$ cat src/mtr_pkg.sv
// ----------------------------------------------------------------------------
// mtr_pkg
// Shared types and constants of the MIDI tempo rescaler.
// ----------------------------------------------------------------------------
`default_nettype none

package mtr_pkg;

	localparam int unsigned BYTE_W    = 8;
	localparam int unsigned TEMPO_W   = 24;
	localparam int unsigned RATE_W    = 24;
	localparam int unsigned FRAC_W    = 16;
	localparam int unsigned PRODUCT_W = TEMPO_W + RATE_W;
	localparam int unsigned LEFT_W    = 32;

	localparam logic [RATE_W-1:0]  RATE_RESET  = 24'h010000;
	localparam logic [TEMPO_W-1:0] TEMPO_MAX   = 24'hFFFFFF;
	localparam logic [BYTE_W-1:0]  META_STATUS = 8'hFF;
	localparam logic [BYTE_W-1:0]  TEMPO_TYPE  = 8'h51;
	localparam logic [BYTE_W-1:0]  TEMPO_LEN   = 8'h03;
	localparam logic [3:0]         SYSTEM_HI   = 4'hF;
	localparam logic [3:0]         PROGRAM_HI  = 4'hC;
	localparam logic [3:0]         PRESSURE_HI = 4'hD;

	typedef struct packed {
		logic                is_tempo;
		logic [BYTE_W-1:0]   data;
		logic                stopped;
		logic [TEMPO_W-1:0]  tempo;
	} item_t;

	typedef struct packed {
		logic                is_tempo;
		logic [BYTE_W-1:0]   data;
		logic                stopped;
		logic [PRODUCT_W-1:0] product;
	} scaled_t;

	function automatic logic [1:0] data_count(input logic [BYTE_W-1:0] status);
		logic [3:0] hi;
		hi = status[7:4];
		data_count = (hi == PROGRAM_HI || hi == PRESSURE_HI) ? 2'd1 : 2'd2;
	endfunction

endpackage

`default_nettype wire

$ cat src/mtr_parser.sv
// ----------------------------------------------------------------------------
// mtr_parser
// Walks the track grammar one byte per transaction and registers one result
// descriptor per byte that causes output.
// ----------------------------------------------------------------------------
`default_nettype none

module mtr_parser
	import mtr_pkg::*;
(
	input  wire logic              clk,
	input  wire logic              arst_n,
	input  wire logic              in_valid,
	output logic                   in_stall,
	input  wire logic [BYTE_W-1:0] in_byte,
	output logic                   valid_s1,
	output item_t                  item_s1,
	input  wire logic              s1_stall
);

	typedef enum logic [2:0] {
		PH_DELTA,
		PH_STATUS,
		PH_DATA,
		PH_META_TYPE,
		PH_META_LEN,
		PH_META_SKIP,
		PH_TEMPO,
		PH_STOPPED
	} phase_t;

	phase_t              phase_q, phase_d;
	logic [BYTE_W-1:0]   status_q, status_d;
	logic [LEFT_W-1:0]   left_q, left_d, left_dec, left_len;
	logic                tempo_meta_q, tempo_meta_d;
	logic [TEMPO_W-1:0]  hold_q, hold_d;
	logic [1:0]          count_q, count_d;
	logic [1:0]          run_left;
	logic                has_result;
	item_t               result;
	logic                accept;

	assign in_stall = valid_s1 && s1_stall;
	assign accept   = in_valid && !in_stall;
	assign left_dec = (left_q != '0) ? left_q - LEFT_W'(1) : left_q;
	assign left_len = {left_q[LEFT_W-8:0], in_byte[6:0]};
	assign run_left = data_count(status_q) - 2'd1;

	always_comb begin
		phase_d         = phase_q;
		status_d        = status_q;
		left_d          = left_q;
		tempo_meta_d    = tempo_meta_q;
		hold_d          = hold_q;
		count_d         = count_q;
		has_result      = 1'b1;
		result.is_tempo = 1'b0;
		result.data     = in_byte;
		result.stopped  = 1'b0;
		result.tempo    = hold_q;
		unique case (phase_q)
			PH_DELTA: begin
				if (!in_byte[7])
					phase_d = PH_STATUS;
			end
			PH_STATUS: begin
				if (in_byte == META_STATUS) begin
					phase_d = PH_META_TYPE;
				end else if (in_byte[7:4] == SYSTEM_HI) begin
					phase_d        = PH_STOPPED;
					result.stopped = 1'b1;
				end else if (in_byte[7]) begin
					status_d = in_byte;
					left_d   = {{(LEFT_W-2){1'b0}}, data_count(in_byte)};
					phase_d  = PH_DATA;
				end else begin
					left_d  = {{(LEFT_W-2){1'b0}}, run_left};
					phase_d = (run_left != 2'd0) ? PH_DATA : PH_DELTA;
				end
			end
			PH_DATA, PH_META_SKIP: begin
				left_d = left_dec;
				if (left_dec == '0)
					phase_d = PH_DELTA;
			end
			PH_META_TYPE: begin
				tempo_meta_d = (in_byte == TEMPO_TYPE);
				left_d       = '0;
				phase_d      = PH_META_LEN;
			end
			PH_META_LEN: begin
				tempo_meta_d = 1'b0;
				if (tempo_meta_q && in_byte == TEMPO_LEN) begin
					hold_d  = '0;
					count_d = 2'd0;
					phase_d = PH_TEMPO;
				end else begin
					left_d = left_len;
					if (!in_byte[7])
						phase_d = (left_len != '0) ? PH_META_SKIP : PH_DELTA;
				end
			end
			PH_TEMPO: begin
				hold_d = {hold_q[TEMPO_W-9:0], in_byte};
				if (count_q == 2'd2) begin
					result.is_tempo = 1'b1;
					result.tempo    = {hold_q[TEMPO_W-9:0], in_byte};
					count_d         = 2'd0;
					phase_d         = PH_DELTA;
				end else begin
					count_d    = count_q + 2'd1;
					has_result = 1'b0;
				end
			end
			PH_STOPPED: begin
				result.stopped = 1'b1;
			end
		endcase
	end

	always_ff @(posedge clk or negedge arst_n) begin
		if (!arst_n) begin
			phase_q      <= PH_DELTA;
			status_q     <= '0;
			left_q       <= '0;
			tempo_meta_q <= 1'b0;
			hold_q       <= '0;
			count_q      <= 2'd0;
			valid_s1     <= 1'b0;
			item_s1      <= '0;
		end else begin
			if (accept) begin
				phase_q      <= phase_d;
				status_q     <= status_d;
				left_q       <= left_d;
				tempo_meta_q <= tempo_meta_d;
				hold_q       <= hold_d;
				count_q      <= count_d;
				valid_s1     <= has_result;
				item_s1      <= result;
			end else if (!s1_stall) begin
				valid_s1 <= 1'b0;
			end
		end
	end

	// Once a system status has stopped parsing, only a reset restarts it.
	assert property (@(posedge clk) disable iff (!arst_n)
		phase_q == PH_STOPPED |=> phase_q == PH_STOPPED)
		else $error("parser left the stopped phase");

	// A tempo value holds at most two bytes before it is released.
	assert property (@(posedge clk) disable iff (!arst_n)
		phase_q != PH_TEMPO |-> count_q == 2'd0 || $past(phase_q) == PH_TEMPO)
		else $error("stale tempo byte count outside a tempo value");

endmodule

`default_nettype wire

$ cat src/mtr_scaler.sv
// ----------------------------------------------------------------------------
// mtr_scaler
// Multiplies a held tempo by the Q8.16 rate and registers the full product.
// ----------------------------------------------------------------------------
`default_nettype none

module mtr_scaler
	import mtr_pkg::*;
(
	input  wire logic              clk,
	input  wire logic              arst_n,
	input  wire logic [RATE_W-1:0] rate_scale_q,
	input  wire logic              valid_s1,
	input  wire item_t             item_s1,
	output logic                   s1_stall,
	output logic                   valid_s2,
	output scaled_t                item_s2,
	input  wire logic              s2_stall
);

	assign s1_stall = valid_s2 && s2_stall;

	always_ff @(posedge clk or negedge arst_n) begin
		if (!arst_n) begin
			valid_s2 <= 1'b0;
		end else if (!s1_stall) begin
			valid_s2 <= valid_s1;
		end
	end

	always_ff @(posedge clk) begin
		if (!s1_stall && valid_s1) begin
			item_s2.is_tempo <= item_s1.is_tempo;
			item_s2.data     <= item_s1.data;
			item_s2.stopped  <= item_s1.stopped;
			item_s2.product  <= PRODUCT_W'(item_s1.tempo) * PRODUCT_W'(rate_scale_q);
		end
	end

endmodule

`default_nettype wire

$ cat src/mtr_emitter.sv
// ----------------------------------------------------------------------------
// mtr_emitter
// Output register: passes a byte through, or saturates a scaled tempo and
// sends its three bytes most significant first.
// ----------------------------------------------------------------------------
`default_nettype none

module mtr_emitter
	import mtr_pkg::*;
(
	input  wire logic              clk,
	input  wire logic              arst_n,
	input  wire logic              valid_s2,
	input  wire scaled_t           item_s2,
	output logic                   s2_stall,
	output logic                   out_valid,
	input  wire logic              out_stall,
	output logic [BYTE_W-1:0]      out_byte,
	output logic                   last_of_run,
	output logic                   tempo_changed,
	output logic                   parse_stopped
);

	logic [1:0]            rem_q;
	logic [2*BYTE_W-1:0]   spare_q;
	logic [TEMPO_W-1:0]    scaled;
	logic                  ready;
	logic                  take;
	logic                  shift;

	assign scaled = (item_s2.product[PRODUCT_W-1:FRAC_W+TEMPO_W] != '0) ? TEMPO_MAX :
		item_s2.product[FRAC_W+TEMPO_W-1:FRAC_W];
	assign ready    = !out_valid || (!out_stall && rem_q == 2'd0);
	assign s2_stall = !ready;
	assign take     = valid_s2 && ready;
	assign shift    = out_valid && !out_stall && rem_q != 2'd0;

	always_ff @(posedge clk or negedge arst_n) begin
		if (!arst_n) begin
			out_valid <= 1'b0;
			rem_q     <= 2'd0;
		end else begin
			if (take) begin
				out_valid <= 1'b1;
				rem_q     <= item_s2.is_tempo ? 2'd2 : 2'd0;
			end else if (shift) begin
				rem_q <= rem_q - 2'd1;
			end else if (!out_stall) begin
				out_valid <= 1'b0;
			end
		end
	end

	always_ff @(posedge clk) begin
		if (take) begin
			if (item_s2.is_tempo) begin
				out_byte      <= scaled[TEMPO_W-1:2*BYTE_W];
				spare_q       <= scaled[2*BYTE_W-1:0];
				last_of_run   <= 1'b0;
				tempo_changed <= 1'b1;
				parse_stopped <= 1'b0;
			end else begin
				out_byte      <= item_s2.data;
				last_of_run   <= 1'b1;
				tempo_changed <= 1'b0;
				parse_stopped <= item_s2.stopped;
			end
		end else if (shift) begin
			out_byte    <= spare_q[2*BYTE_W-1:BYTE_W];
			spare_q     <= {spare_q[BYTE_W-1:0], {BYTE_W{1'b0}}};
			last_of_run <= (rem_q == 2'd1);
		end
	end

	// Bytes still waiting behind the output belong to a tempo value.
	assert property (@(posedge clk) disable iff (!arst_n)
		rem_q != 2'd0 |-> out_valid && tempo_changed && !last_of_run)
		else $error("pending bytes outside a tempo value");

	// A tempo value is sent as one unbroken run of three bytes.
	assert property (@(posedge clk) disable iff (!arst_n)
		out_valid && !out_stall && tempo_changed && !last_of_run
		|=> out_valid && tempo_changed)
		else $error("tempo run broken");

endmodule

`default_nettype wire

$ cat src/midi_tempo_rescaler.sv
// ----------------------------------------------------------------------------
// midi_tempo_rescaler
// Rescales the tempo meta events of a MIDI track byte stream.
// ----------------------------------------------------------------------------
// The block takes one stream byte per cycle while in_stall is low and passes
// every byte through unchanged, except the three value bytes of a tempo meta
// event (FF 51 03), which are replaced by the tempo times rate_scale (unsigned
// Q8.16), truncated and saturated at 0xFFFFFF. The first two tempo bytes give
// no output and the third gives all three rescaled bytes as one unbroken run;
// the output register is busy while it sends the last two, so a tempo event
// can stall the input. A result passes the parser, multiplier and output
// register, each one register stage, the first loaded at the edge that
// accepts its byte. A stall on the output reaches in_stall in the same cycle.
// A system status F0 to FE stops parsing until reset; later bytes pass with
// parse_stopped set. Write rate_scale only while no transaction is in flight.
// ----------------------------------------------------------------------------
`default_nettype none

module midi_tempo_rescaler
	import mtr_pkg::*;
(
	input  wire logic              clk,
	input  wire logic              arst_n,
	input  wire logic              cfg_valid,
	output logic                   cfg_ready,
	input  wire logic [RATE_W-1:0] rate_scale,
	input  wire logic              in_valid,
	output logic                   in_stall,
	input  wire logic [BYTE_W-1:0] in_byte,
	output logic                   out_valid,
	input  wire logic              out_stall,
	output logic [BYTE_W-1:0]      out_byte,
	output logic                   last_of_run,
	output logic                   tempo_changed,
	output logic                   parse_stopped
);

	logic [RATE_W-1:0] rate_scale_q;
	logic              valid_s1;
	item_t             item_s1;
	logic              s1_stall;
	logic              valid_s2;
	scaled_t           item_s2;
	logic              s2_stall;

	assign cfg_ready = 1'b1;

	always_ff @(posedge clk or negedge arst_n) begin
		if (!arst_n) begin
			rate_scale_q <= RATE_RESET;
		end else if (cfg_valid && cfg_ready) begin
			rate_scale_q <= rate_scale;
		end
	end

	mtr_parser u_parser (
		.clk      (clk),
		.arst_n   (arst_n),
		.in_valid (in_valid),
		.in_stall (in_stall),
		.in_byte  (in_byte),
		.valid_s1 (valid_s1),
		.item_s1  (item_s1),
		.s1_stall (s1_stall)
	);

	mtr_scaler u_scaler (
		.clk          (clk),
		.arst_n       (arst_n),
		.rate_scale_q (rate_scale_q),
		.valid_s1     (valid_s1),
		.item_s1      (item_s1),
		.s1_stall     (s1_stall),
		.valid_s2     (valid_s2),
		.item_s2      (item_s2),
		.s2_stall     (s2_stall)
	);

	mtr_emitter u_emitter (
		.clk           (clk),
		.arst_n        (arst_n),
		.valid_s2      (valid_s2),
		.item_s2       (item_s2),
		.s2_stall      (s2_stall),
		.out_valid     (out_valid),
		.out_stall     (out_stall),
		.out_byte      (out_byte),
		.last_of_run   (last_of_run),
		.tempo_changed (tempo_changed),
		.parse_stopped (parse_stopped)
	);

endmodule

`default_nettype wire
$ cat config.mk
export PLATFORM = sky130hd
export DESIGN_NAME = midi_tempo_rescaler
export DESIGN_NICKNAME = d
export VERILOG_FILES = /design/src/mtr_pkg.sv /design/src/mtr_parser.sv /design/src/mtr_scaler.sv /design/src/mtr_emitter.sv /design/src/midi_tempo_rescaler.sv
export SDC_FILE = /design/constraint.sdc
export NUM_CORES = 2
export LEC_CHECK = 0
export BUFFER_PORTS_ARGS = -buffer_cell sky130_fd_sc_hd__buf_2
export CAP_MARGIN = 15
export CORE_ASPECT_RATIO = 1.75
export CORE_MARGIN = 1
export CORE_UTILIZATION = 45
export CTS_CLUSTER_SIZE = 14
export DETAILED_ROUTE_END_ITERATION = 16
export SLEW_MARGIN = 20
export SYNTH_ARGS = -nofsm -noshare
export SYNTH_HDL_FRONTEND = slang
export SYNTH_HIERARCHICAL = 1
export SYNTH_SLANG_ARGS = --single-unit
$ cat constraint.sdc
create_clock -name clk -period 18.3 [get_ports clk]
set_input_delay 1.83 -clock clk [delete_from_list [all_inputs] [get_ports clk]]
set_output_delay 1.83 -clock clk [all_outputs]
set_load 0.02 [all_outputs]
Word-level counts from Yosys, hierarchy flattened
Cells that the tools add are included.

$mul: 1. $add $sub $neg: 4. Equality and inequality tests: 29. Reduce and logical (&&, ||, !) cells: 38. Muxes and demuxes: 52. Bitwise logic cells: 2.

Operators by type and width (count): two-way mux 32 bit (4); case mux 32 bit (4 select lines) (1); two-way mux 24 bit (4); nonzero test 32 bit (2); multiplier 24 x 24 -> 48 bit (1); two-way mux 16 bit (3); case mux 24 bit (2 select lines) (1); zero test 32 bit (1); subtractor 32 x 1 -> 32 bit (second input constant) (1); two-way mux 3 bit (9); two-way mux 8 bit (3); == test 4 bit (second input constant) (5); two-way mux 2 bit (9); case mux 3 bit (6 select lines) (1); two-way mux 1 bit (14); == test 3 bit (second input constant) (4); inequality test 2 x 1 -> 1 bit (second input constant) (6); inequality test 2 bit (second input constant) (5); AND reduction 5 bit (2); nonzero test 2 bit (5); logical AND 1 bit (9); == test 8 x 2 -> 1 bit (second input constant) (1); == test 8 x 7 -> 1 bit (second input constant) (1); == test 8 bit (second input constant) (1); 21 further kinds (33).

Output and inout port bits: 14. Register bits after elaboration: 218. Input port bits: 37. Logic and storage cells: 150.

Depth between registers and ports, before layout
Depth in word-level cells: 10. Depth in mapped cells: 26.

Modules after synthesis
Netlist, hierarchy kept.

Modules (own cells, without submodules): mtr_scaler (times used 1, sequential area each 1766.7 um^2, area each 20798.7 um^2, cells each 2244); mtr_parser (times used 1, sequential area each 2502.4 um^2, area each 5789.3 um^2, cells each 703); mtr_emitter (times used 1, sequential area each 885.8 um^2, area each 1437.6 um^2, cells each 114); midi_tempo_rescaler (times used 1, sequential area each 601.8 um^2, area each 1009.7 um^2, cells each 53).

Worst setup path before layout
No wires, ideal clock.

Kind: register to register. Start: reg rate_scale_q[3]. End: reg u_scaler/item_s2[47] (netlist name). Required time: 18.037 ns. Arrival: 6.766 ns. Path buffers: 2. Path slack: 11.271 ns. Stages on the path, launching flop included: 27. Clock period less this slack: 7.029 ns. Path through: dfrtp_1 clkbuf_1 nand2_1 fa_1 inv_1 fa_1 inv_1 fa_1 inv_1 fa_1 inv_1 fa_1 inv_1 fa_1 inv_1 fa_1 inv_1 ha_1 buf_6 a21o_1 a31o_1 a211oi_2 a31oi_1 o31a_1 o21a_1 a211o_1 a2111o_1.

Longest elaborated chain between the ends: 1.

Ends and longest elaborated chain: start, declared (RTL line midi_tempo_rescaler.sv:38) `logic [RATE_W-1:0] rate_scale_q;`; start signal, assigned (RTL line midi_tempo_rescaler.sv:52) `rate_scale_q <= rate_scale;`; multiplier 24 x 24 -> 48 bit (RTL line mtr_scaler.sv:36) `item_s2.product <= PRODUCT_W'(item_s1.tempo) * PRODUCT_W'(rate_scale_q);`.

No other way between the ends. A chain may end at the register's enable or synchronous reset.

Final worst setup path
Start: reg rate_scale_q[3]. End: reg u_scaler/item_s2[47] (netlist name).

Longest elaborated chain between the ends: 1.

Ends and longest elaborated chain (RTL line): multiplier 24 x 24 -> 48 bit (mtr_scaler.sv:36).

No other way between the ends.

==> metrics.yaml <==
r2r_slack_ns: 10.26
yosys_warnings: 6
period_share: 0.439
nNetsFinal: 3714
min_from: "u_parser/item_s1[33]$_DFFE_PN0P_"
drt_first_pass_iters: 5
path_max_fanout: 25
dieArea_um2: 64100
num_vias: 21600
reg2reg_depth: 24
grt_pass1_wl_mm: 139
syn-num-nets: 3768
rows: 121
vias_per_cell: 5.63
overflow: 0
drv_cap: 0
slew_viol_final: 0
dieWidth_um: 192
crit_path_start_kind: "flip-flop"
drtAntennaViolNets: 0
clk_path_buf_depth: 2
pwr-share-seq: 0.193
postCtsSetupBuffers: 0
worst_pin_slew_ns: 1.08
pin_count: 51
drt_iter0_drc: 1184
rsz0062_at_grt: "no"
drc: 0
required_ns: 18.51
die_h_um: 334
area_growth_syn_to_layout_pct: 5.67
r2r_start: "rate_scale_q[3]$_DFFE_PN0P_"
place_area_um2: 29300
hold_violations: 0
start_util: 0.456
final_common_cell: "inv_1"
worstSkewPairLatency_ns: 0.47
min_path_type: "flip-flop to flip-flop"
final_layout_size_suffix_gt1_frac: 0.0640
cts_root_buf: "clkbuf_16"
p_int_mw: 1.95
min_path_cells: 0
max_slew_margin: 0.271
r2r_end: "u_scaler/item_s2[47]$_DFFE_PP_"
status: "complete, no violations"
setup_viol: 0
finalClockSkew_ns: 0.0199
mostFrequentLayoutCells: "inv_1, fa_1, nand2_1"
avgRoutedWirePerCell_um: 23.9
antenna_found_initial: 0
wirelength_mm: 91.7
synth_cells: 3071
hold_path_end: "u_scaler/item_s2[57]$_DFFE_PP_"
grt_util_all_layers: 0.298
dp_hpwl_mm: 72.6
fmax_ghz: 0.124
arrival_ns: 8.24
cts_sinks: 197
avgSynthCellArea_um2: 9.24
final_area_um2: 30000
grt_max_degree: 70
ir_drop_mv: 0.130
numCtsBuffers: 17
combPwrFrac: 0.711
setup-tns-final_ns: 0
netlist_area_um2: 28400
path_class: "flip-flop to flip-flop"
hold_buffers: 0
clkTransAtPathRegs_ns: 0.09
fillers: 5911
gp_congestion: 0.928
grt_pass1_vias: 24200
p_clk_frac: 0.096
worst_hold_slack_ns: 0.448
htreeDepth: 4
p_per_area_nw_per_um2: 142
port-buffer-count: 49
tritoncts: "built"
post_cts_resized: 0
fin_cells: 3830
core_um2: 62200
placedCellCount: 3796
switching_share: 0.543
period_needed_ns: 8.04
power_leakage_nw: 14.4
cp-end-kind: "flip-flop"
p_switching_mw: 2.32
==> cell type report <==
class / instances / area (um^2) / share of cell area
clock buffer: 18 / 429 / 0.0143
timing repair buffer: 104 / 677 / 0.0226
inverter: 575 / 2160 / 0.0720
multi-input combinational: 2122 / 20300 / 0.676
antenna: 1 / 2.50 / 0.0000834
tap: 799 / 1000 / 0.0333
sequential: 197 / 5280 / 0.176
clock inverter: 14 / 181 / 0.00605
==> power by group through the flow <==
stage	clock, mW	combinational, mW	sequential, mW
5_1_grt	0.435	3.32	0.843
2_1_floorplan	0	1.97	0.764
3_3_place_gp	0	2.98	0.829
6_report	0.409	3.03	0.826
3_5_place_dp	0	3.02	0.832
4_1_cts	0.419	3.04	0.825
==> worst max-delay path by stage <==
stage,endpoint,depth (start not counted),slack [ns],from
floorplan,u_scaler/item_s2[47]$_DFFE_PP_,26,11.27,rate_scale_q[3]$_DFFE_PN0P_
global placement,u_scaler/item_s2[47]$_DFFE_PP_,24,10.40,rate_scale_q[3]$_DFFE_PN0P_
detailed placement,u_scaler/item_s2[47]$_DFFE_PP_,24,10.35,rate_scale_q[3]$_DFFE_PN0P_
CTS,u_scaler/item_s2[47]$_DFFE_PP_,24,10.31,rate_scale_q[3]$_DFFE_PN0P_
global route,u_scaler/item_s2[47]$_DFFE_PP_,24,10.00,rate_scale_q[3]$_DFFE_PN0P_
finish,u_scaler/item_s2[47]$_DFFE_PP_,24,10.26,rate_scale_q[3]$_DFFE_PN0P_
==> routing by layer <==
metal,up-vias,track usage,share of wire
met4,0,0.272,0.10
met2,752,0.561,0.56
li1,9439,-,-
met1,11000,0.273,0.30
met3,339,0.0321,0.035
met5,-,0,0
==> per-stage QoR <==
step / util / worst slack, ns / total power, mW
after CTS: 0.481 / 10.31 / 4.29
after global routing: 0.482 / 10.00 / 4.60
after global placement: 0.472 / 10.40 / 3.81
after floorplan: - / 11.27 / 2.73
after detailed placement: 0.472 / 10.35 / 3.86
final: 0.482 / 10.26 / 4.27
==> state kept, by name, indices dropped and copies added (netlist names) <==
name and flops:
rate_scale_q 24, u_emitter/last_of_run 1, u_emitter/out_byte 8, u_emitter/out_valid 1, u_emitter/parse_stopped 1, u_emitter/rem_q 2, u_emitter/spare_q 16, u_emitter/tempo_changed 1
u_parser/count_q 2, u_parser/hold_q 24, u_parser/item_s1 34, u_parser/left_q 32, u_parser/phase_q 3, u_parser/status_q 3, u_parser/tempo_meta_q 1, u_parser/valid_s1 1
u_scaler/item_s2 42, u_scaler/valid_s2 1
==> critical path, cell delays in order (launching register included) <==
cell      delay, ns
dfrtp_1        0.97
nand2_1        0.19
fa_1           0.57
inv_1          0.05
fa_1           0.47
inv_1          0.05
fa_1           0.53
inv_1          0.05
fa_1           0.53
inv_1          0.06
fa_1           0.53
inv_1          0.05
fa_1           0.48
inv_1          0.05
fa_1           0.50
inv_1          0.12
ha_1           0.42
a21o_1         0.23
a31o_1         0.24
a211oi_2       0.22
a31oi_1        0.20
o31a_1         0.34
o21a_1         0.25
a211o_1        0.27
a2111o_1       0.39
No activity file was read; power rests on OpenSTA's default activity.
